**src/ped_pkg.sv**
```systemverilog
// Shared types, constants and helper functions for the percent escape decoder.
package ped_pkg;

    localparam logic [7:0] PCT_CHAR = 8'h25;

    // One queued result.
    typedef struct packed {
        logic [7:0] ch;
        logic       cv;
        logic       run_last;
        logic       string_end;
    } res_entry_t;

    // Returns {not_hex, nibble}; not_hex is set when the byte is no hex digit.
    function automatic logic [4:0] hex_nibble(input logic [7:0] b);
        logic [4:0] r;
        r = 5'h10;
        if (b >= 8'h30 && b <= 8'h39) begin
            r = {1'b0, 4'(b - 8'h30)};
        end
        else if (b >= 8'h61 && b <= 8'h66) begin
            r = {1'b0, 4'(b - 8'h61 + 8'd10)};
        end
        else if (b >= 8'h41 && b <= 8'h46) begin
            r = {1'b0, 4'(b - 8'h41 + 8'd10)};
        end
        return r;
    endfunction

    function automatic res_entry_t mk_entry(input logic [7:0] ch, input logic cv);
        res_entry_t e;
        e.ch         = ch;
        e.cv         = cv;
        e.run_last   = 1'b0;
        e.string_end = 1'b0;
        return e;
    endfunction

endpackage

```
**src/percent_escape_decoder.sv**
```systemverilog
// Streaming percent-escape decoder: input register, decode logic and result queue.
//
// Usage: raw bytes enter on in_char with in_final set on the last byte of a
// string. A request is taken at a rising edge of clk where in_valid is high
// and in_stall is low; results leave the same way on out_valid/out_stall.
// Each input byte gives zero to three results. Every result carries out_char,
// char_valid (low for a bare end marker), run_last (last result of that byte)
// and string_end (last result of the whole string).
// A byte is registered at acceptance and decoded into a four-entry result queue
// once that queue holds at most one result. Throughput is one byte per cycle
// while each byte gives at most one result and out_stall stays low; the queue
// drains one result per cycle while out_stall is low, so a byte that gives two
// or three results holds the next byte back until at most one result is queued.
// in_stall comes from registers only and rises when the queue holds more than one
// result while a byte waits in the input register.
// Reset (rst_n low) empties the queue and the input register and returns the
// decoder to idle with no escape pending. When the receiver stalls, the head
// result stays on the output ports unchanged and input is stalled once the
// queue cannot take another burst.
module percent_escape_decoder (
    input  logic       clk,
    input  logic       rst_n,
    input  logic       in_valid,
    output logic       in_stall,
    input  logic [7:0] in_char,
    input  logic       in_final,
    output logic       out_valid,
    input  logic       out_stall,
    output logic [7:0] out_char,
    output logic       char_valid,
    output logic       run_last,
    output logic       string_end
);

    typedef enum logic [1:0] {
        PH_IDLE,
        PH_PCT,
        PH_DIGIT,
        PH_DONE
    } phase_t;

    phase_t     phase_reg, phase_next;
    logic [7:0] held_reg, held_next;
    logic       s1_valid_reg, s1_valid_next;
    logic [7:0] char_reg;
    logic       final_reg;
    logic [2:0] cnt_reg, cnt_next;
    logic [1:0] rptr_reg, rptr_next;
    logic [1:0] wptr_reg, wptr_next;

    ped_pkg::res_entry_t q_reg [4];
    ped_pkg::res_entry_t res [3];
    logic [1:0] res_n;

    logic       accept;
    logic       advance;
    logic       pop;
    logic [4:0] hb;
    logic [4:0] hh;
    logic [7:0] dec_val;

    assign in_stall = s1_valid_reg && (cnt_reg > 3'd1);
    assign accept   = in_valid && !in_stall;
    assign advance  = s1_valid_reg && (cnt_reg <= 3'd1);
    assign out_valid = (cnt_reg != 3'd0);
    assign pop       = out_valid && !out_stall;

    assign out_char   = q_reg[rptr_reg].ch;
    assign char_valid = q_reg[rptr_reg].cv;
    assign run_last   = q_reg[rptr_reg].run_last;
    assign string_end = q_reg[rptr_reg].string_end;

    assign hb      = ped_pkg::hex_nibble(char_reg);
    assign hh      = ped_pkg::hex_nibble(held_reg);
    assign dec_val = {hh[3:0], hb[3:0]};

    // Decode of the registered byte against the pending escape.
    always_comb
    begin
        phase_next = phase_reg;
        held_next  = held_reg;
        res_n      = 2'd0;
        for (int i = 0; i < 3; i++)
        begin
            res[i] = ped_pkg::mk_entry(8'h00, 1'b0);
        end
        if (final_reg)
        begin
            unique case (phase_reg)
                PH_PCT:
                begin
                    res_n  = 2'd2;
                    res[0] = ped_pkg::mk_entry(ped_pkg::PCT_CHAR, 1'b1);
                    res[1] = ped_pkg::mk_entry(char_reg, 1'b1);
                end
                PH_DIGIT:
                begin
                    if (!hb[4])
                    begin
                        res_n = 2'd1;
                        // An escape that decodes to zero leaves only the end marker.
                        if (dec_val != 8'h00)
                        begin
                            res[0] = ped_pkg::mk_entry(dec_val, 1'b1);
                        end
                    end
                    else
                    begin
                        res_n  = 2'd3;
                        res[0] = ped_pkg::mk_entry(ped_pkg::PCT_CHAR, 1'b1);
                        res[1] = ped_pkg::mk_entry(held_reg, 1'b1);
                        res[2] = ped_pkg::mk_entry(char_reg, 1'b1);
                    end
                end
                PH_DONE:
                begin
                    res_n = 2'd1;
                end
                PH_IDLE:
                begin
                    res_n  = 2'd1;
                    res[0] = ped_pkg::mk_entry(char_reg, 1'b1);
                end
                default:
                begin
                    res_n = 2'd1;
                end
            endcase
            phase_next = PH_IDLE;
            held_next  = 8'h00;
        end
        else
        begin
            unique case (phase_reg)
                PH_DONE:
                begin
                    res_n = 2'd0;
                end
                PH_DIGIT:
                begin
                    if (!hb[4])
                    begin
                        if (dec_val == 8'h00)
                        begin
                            phase_next = PH_DONE;
                        end
                        else
                        begin
                            res_n      = 2'd1;
                            res[0]     = ped_pkg::mk_entry(dec_val, 1'b1);
                            phase_next = PH_IDLE;
                        end
                    end
                    else
                    begin
                        // The failed escape goes out literally and the byte is looked at again.
                        res[0] = ped_pkg::mk_entry(ped_pkg::PCT_CHAR, 1'b1);
                        res[1] = ped_pkg::mk_entry(held_reg, 1'b1);
                        if (char_reg == ped_pkg::PCT_CHAR)
                        begin
                            res_n      = 2'd2;
                            phase_next = PH_PCT;
                        end
                        else
                        begin
                            res_n      = 2'd3;
                            res[2]     = ped_pkg::mk_entry(char_reg, 1'b1);
                            phase_next = PH_IDLE;
                        end
                    end
                end
                PH_PCT:
                begin
                    if (!hb[4])
                    begin
                        held_next  = char_reg;
                        phase_next = PH_DIGIT;
                    end
                    else
                    begin
                        res[0] = ped_pkg::mk_entry(ped_pkg::PCT_CHAR, 1'b1);
                        if (char_reg == ped_pkg::PCT_CHAR)
                        begin
                            res_n      = 2'd1;
                            phase_next = PH_PCT;
                        end
                        else
                        begin
                            res_n      = 2'd2;
                            res[1]     = ped_pkg::mk_entry(char_reg, 1'b1);
                            phase_next = PH_IDLE;
                        end
                    end
                end
                PH_IDLE:
                begin
                    if (char_reg == ped_pkg::PCT_CHAR)
                    begin
                        phase_next = PH_PCT;
                    end
                    else
                    begin
                        res_n  = 2'd1;
                        res[0] = ped_pkg::mk_entry(char_reg, 1'b1);
                    end
                end
                default:
                begin
                    phase_next = PH_IDLE;
                end
            endcase
        end
        for (int i = 0; i < 3; i++)
        begin
            res[i].run_last   = (2'(i + 1) == res_n);
            res[i].string_end = final_reg && (2'(i + 1) == res_n);
        end
    end

    always_comb
    begin
        s1_valid_next = s1_valid_reg;
        if (accept)
        begin
            s1_valid_next = 1'b1;
        end
        else if (advance)
        begin
            s1_valid_next = 1'b0;
        end
        cnt_next  = cnt_reg - {2'b00, pop} + (advance ? {1'b0, res_n} : 3'd0);
        rptr_next = rptr_reg + {1'b0, pop};
        wptr_next = wptr_reg + (advance ? res_n : 2'd0);
    end

    always_ff @(posedge clk or negedge rst_n)
    begin
        if (!rst_n)
        begin
            phase_reg    <= PH_IDLE;
            s1_valid_reg <= 1'b0;
            cnt_reg      <= 3'd0;
            rptr_reg     <= 2'd0;
            wptr_reg     <= 2'd0;
        end
        else
        begin
            if (advance)
            begin
                phase_reg <= phase_next;
            end
            s1_valid_reg <= s1_valid_next;
            cnt_reg      <= cnt_next;
            rptr_reg     <= rptr_next;
            wptr_reg     <= wptr_next;
        end
    end

    always_ff @(posedge clk or negedge rst_n)
    begin
        if (!rst_n)
        begin
            held_reg <= 8'h00;
        end
        else if (advance)
        begin
            held_reg <= held_next;
        end
    end

    always_ff @(posedge clk)
    begin
        if (accept)
        begin
            char_reg  <= in_char;
            final_reg <= in_final;
        end
        if (advance)
        begin
            for (int i = 0; i < 3; i++)
            begin
                if (2'(i) < res_n)
                begin
                    q_reg[wptr_reg + 2'(i)] <= res[i];
                end
            end
        end
    end

endmodule

```
**config.mk**
```make
export PLATFORM = sky130hd
export DESIGN_NAME = percent_escape_decoder
export DESIGN_NICKNAME = d
export VERILOG_FILES = /design/src/ped_pkg.sv /design/src/percent_escape_decoder.sv
export SDC_FILE = /design/constraint.sdc
export NUM_CORES = 1
export LEC_CHECK = 0
export BUFFER_PORTS_ARGS = -buffer_cell sky130_fd_sc_hd__buf_2
export CAP_MARGIN = 20
export CORE_ASPECT_RATIO = 2
export CORE_MARGIN = 2
export CORE_UTILIZATION = 25
export CTS_BUF_LIST = sky130_fd_sc_hd__clkbuf_4
export CTS_CLUSTER_SIZE = 12
export DETAILED_ROUTE_END_ITERATION = 10
export PLACE_DENSITY_LB_ADDON = 0.2
export RECOVER_POWER = 25
export REMOVE_ABC_BUFFERS = 1
export SYNTH_ARGS = -nofsm -noshare
export SYNTH_HDL_FRONTEND = slang
export SYNTH_SLANG_ARGS = --single-unit
```
**constraint.sdc**
```tcl
create_clock -name clk -period 5.15 [get_ports clk]
set_input_delay 0.7725 -clock clk [delete_from_list [all_inputs] [get_ports clk]]
set_output_delay 0.7725 -clock clk [all_outputs]
set_load 0.02 [all_outputs]
```
==> flow_summary_export.csv <==
group,metric,value,unit
timing,tightest_slew,1.14,ns
floorplanning,die_area,20700,um2
critical_path,cp_slowest_cell,"edfxtp_1",
synthesis,synth_top_area_share,0.326,
final_layout,multi_input_area,2640,um2
route,via_per_inst,5.03,
power,vdd_ir_drop_max,0.131,mV
synthesis,synth_cells,458,
final_layout,seqCellArea,2040,um2
timing,fmax,0.236,GHz
power,comb_power_share,0.482,
floorplanning,initial_utilization,0.253,
synthesis,yosysSeqAreaShare,0.418,
power,power_leakage,2.10,nW
synthesis,muxShareOfSynthArea,0.167,
critical_path,crit_path_max_fanout,10,
place,numPortBuffers,25,
critical_path,critPathMaxStageDelay,0.56,ns
critical_path,critPathKind,"reg -> reg",
route,post_drt_wl_per_cell,19.2,um
synthesis,yosysWarnings,0,
power,p_total,0.00283,W
synthesis,synth-simple-area-share,0.161,
synthesis,synth_cell_types,75,
place,place_congestion,0.844,
power,p_sw,0.00120,W
critical_path,r2r_setup_slack,0.91,ns
job,drv_cap,0,
timing,finalCritPeriodShare,0.823,
critical_path,cp_cell_sequence,"inv_1, ha_1, nor4bb_1, and2_1, nor3_1, o41ai_1, o31a_1, nand2_1, ha_1, inv_1, ha_1, inv_1, fa_1, xor2_1, xnor2_1",
timing,rsz0062_at_grt,"no",
timing,whs,0.474,ns
synthesis,synth_top_family_by_area,"multiplexers",
clocking,cts_setup_buffers,0,
final_layout,drive_gt1_frac,0.200,
final_layout,mostFrequentLayoutCell,"edfxtp_1",
timing,worst_clock_skew,0.0193,ns
floorplanning,chipHeight,202,um
clocking,htreeDepth,3,
floorplanning,core_area,19300,um2
clocking,clk_pin_slew,0.13,ns
clocking,cts_buffer_depth,2,
clocking,tritoncts,"built",
clocking,numCtsBuffers,9,
synthesis,ys_ff_latch,71,
final_layout,layoutNonFillerInstCount,736,
synthesis,async_reset_ff_frac,0.254,
clocking,root_buffer,"clkbuf_4",
timing,drv_slew,0,
power,power.density,522,nW/um2
power,intPower,0.00163,W
floorplanning,core.rowCount,72,
floorplanning,io_pins,26,
grt,antenna_found_initial,1,
place,dp.cells,719,
synthesis,synthTopCellsByArea,"edfxtp_1 (33%), dfrtp_1 (9.2%), mux2i_1 (8.6%), mux4_2 (5.1%), ha_1 (4.1%)",
hold_path,hp-class,"in -> reg",
critical_path,cp_data_required_time,5.49,ns
critical_path,cp_top_family,"adder cells",
critical_path,path_buf_inv,3,
critical_path,start_kind,"register",
route,drt_iter0_markers,160,
status,status,"finished, final reports clean",
timing,final.min_clock_period,4.24,ns
timing,setup_viol,0,
power,pwr-share-seq,0.373,
floorplanning,die_w,103,um
final_layout,fill_cells,2096,
route,drc,0,
critical_path,cp-end-kind,"register",
synthesis,synth_top_area_cell,"edfxtp_1",
final_layout,utilization,0.281,
synthesis,avgSynthCellArea,10.7,um2
timing,finalSetupTns,0,ns
power,pwr-share-clk,0.145,
route,drtPass1Iterations,4,
clocking,clk_latency,0.46,ns
route,ant_nets,0,
clocking,post_cts_resized,0,
final_layout,final_cell_mix,"edfxtp_1 (53), nand2_1 (43), mux2i_1 (42)",
route,finalWirelength,14100,um
grt,grt_max_degree,23,
synthesis,syn_area,4880,um2
timing,relSlewSlack,0.240,
clocking,cts_sinks,71,
place,hpwlAfterDp,11300,um
final_layout,largest_reg_flops,44,
power,p_sw_frac,0.424,
synthesis,synth_edf_count,53,
route,dr_total_vias,3699,
synthesis,synth_adder_area_share,0.0451,
clocking,cts_hold_buffers,0,
final_layout,area_delta_synth_final,11.1,%
grt,grt_use_total,0.141,
synthesis,synth-compound-area-share,0.153,
critical_path,crit_arrival,4.58,ns
grt,grt_pass1_wl,21800,um
final_layout,nets,501,
grt,grt_pass1_vias,3870,
synthesis,synthXorXnorAreaFrac,0.00897,
timing,hold_viol,0,
synthesis,synth_ff_type,"edfxtp_1",
grt,overflow,0,
per-stage QoR:
step / setup slack [ns] / area (um2)
after floorplan: 1.35 / 4720
after global placement: 1.11 / 5260
after detailed placement: 0.999 / 5260
after CTS: 0.942 / 5420
after global routing: 0.585 / 5430
final: 0.913 / 5430
metal layers:
layer  up-vias  wire, um  global-route usage
met5         -         0                   0
met4         0       613              0.0789
met3        27       318              0.0170
met2        69      8410               0.281
met1      1831      4800               0.130
li1       1772         -                   -
worst paths after layout:
kind | startpoint | end | cells past startpoint
worst max-delay path | char_reg[1]$_DFFE_PP_ | cnt_reg[2]$_DFF_PN0_ | 15
worst min-delay path | in_char[3] | char_reg[3]$_DFFE_PP_ | 1
worst max register to register | char_reg[1]$_DFFE_PP_ | cnt_reg[2]$_DFF_PN0_ | 15
worst min register to register | cnt_reg[0]$_DFF_PN0_ | cnt_reg[0]$_DFF_PN0_ | 1
max in group asynchronous | rst_n | held_reg[5]$_DFFE_PN0P_ | 1
min in group asynchronous | rst_n | held_reg[2]$_DFFE_PN0P_ | 1
kinds of logic (layout without fill, tap and decap cells):
logic type / after synthesis / after routing
flops: 71 / 71
buf+inv: 50 / 68
fa+ha+maj: 17 / 17
compound gates: 108 / 108
xor+xnor: 5 / 5
mux: 65 / 65
simple gates: 142 / 142
other cells: 0 / 1
Yosys cell counts (all sizes together) (3+ instances only):
library cell  instances
a211oi                4
a21o                  4
a21oi                18
a22o                  6
a22oi                 6
a31oi                 5
and2                 10
and3                  4
buf                  15
clkbuf               17
dfrtp                18
edfxtp               53
ha                   16
inv                  18
mux2                 12
mux2i                42
mux4                 11
nand2                44
nand3                27
nand4                 5
nor2                 21
nor2b                 5
nor3                  6
o21ai                31
o31ai                 6
xor2                  3
area by class of cell:
class	instances	share of cell area
clock buffers	10	0.0138
diodes	1	0.000461
clock inverters	6	0.0157
flip-flops and latches	71	0.376
inverters	18	0.0125
repair buffers	34	0.0353
multi-input cells	337	0.486
well taps	259	0.0597
worst reg2reg max path, cell delays in order (launching register included):
cell and delay [ns]:
edfxtp_1 0.56, inv_1 0.17, ha_1 0.20, nor4bb_1 0.47
and2_1 0.31, nor3_1 0.09, o41ai_1 0.41, o31a_1 0.55
nand2_1 0.15, ha_1 0.33, inv_1 0.06, ha_1 0.13
inv_1 0.05, fa_1 0.37, xor2_1 0.16, xnor2_1 0.12
power groups by stage:
| stage | Combinational [W] | Sequential (W) | Clock (W) |
|---|---|---|---|
| finish | 0.00137 | 0.00106 | 0.000411 |
| global route | 0.00150 | 0.00109 | 0.000445 |
| CTS | 0.00139 | 0.00107 | 0.000427 |
| detailed placement | 0.00139 | 0.00108 | 0 |
| global placement | 0.00136 | 0.00107 | 0 |
| floorplan | 0.000990 | 0.00100 | 0 |
No activity file was read; power rests on OpenSTA's default activity.
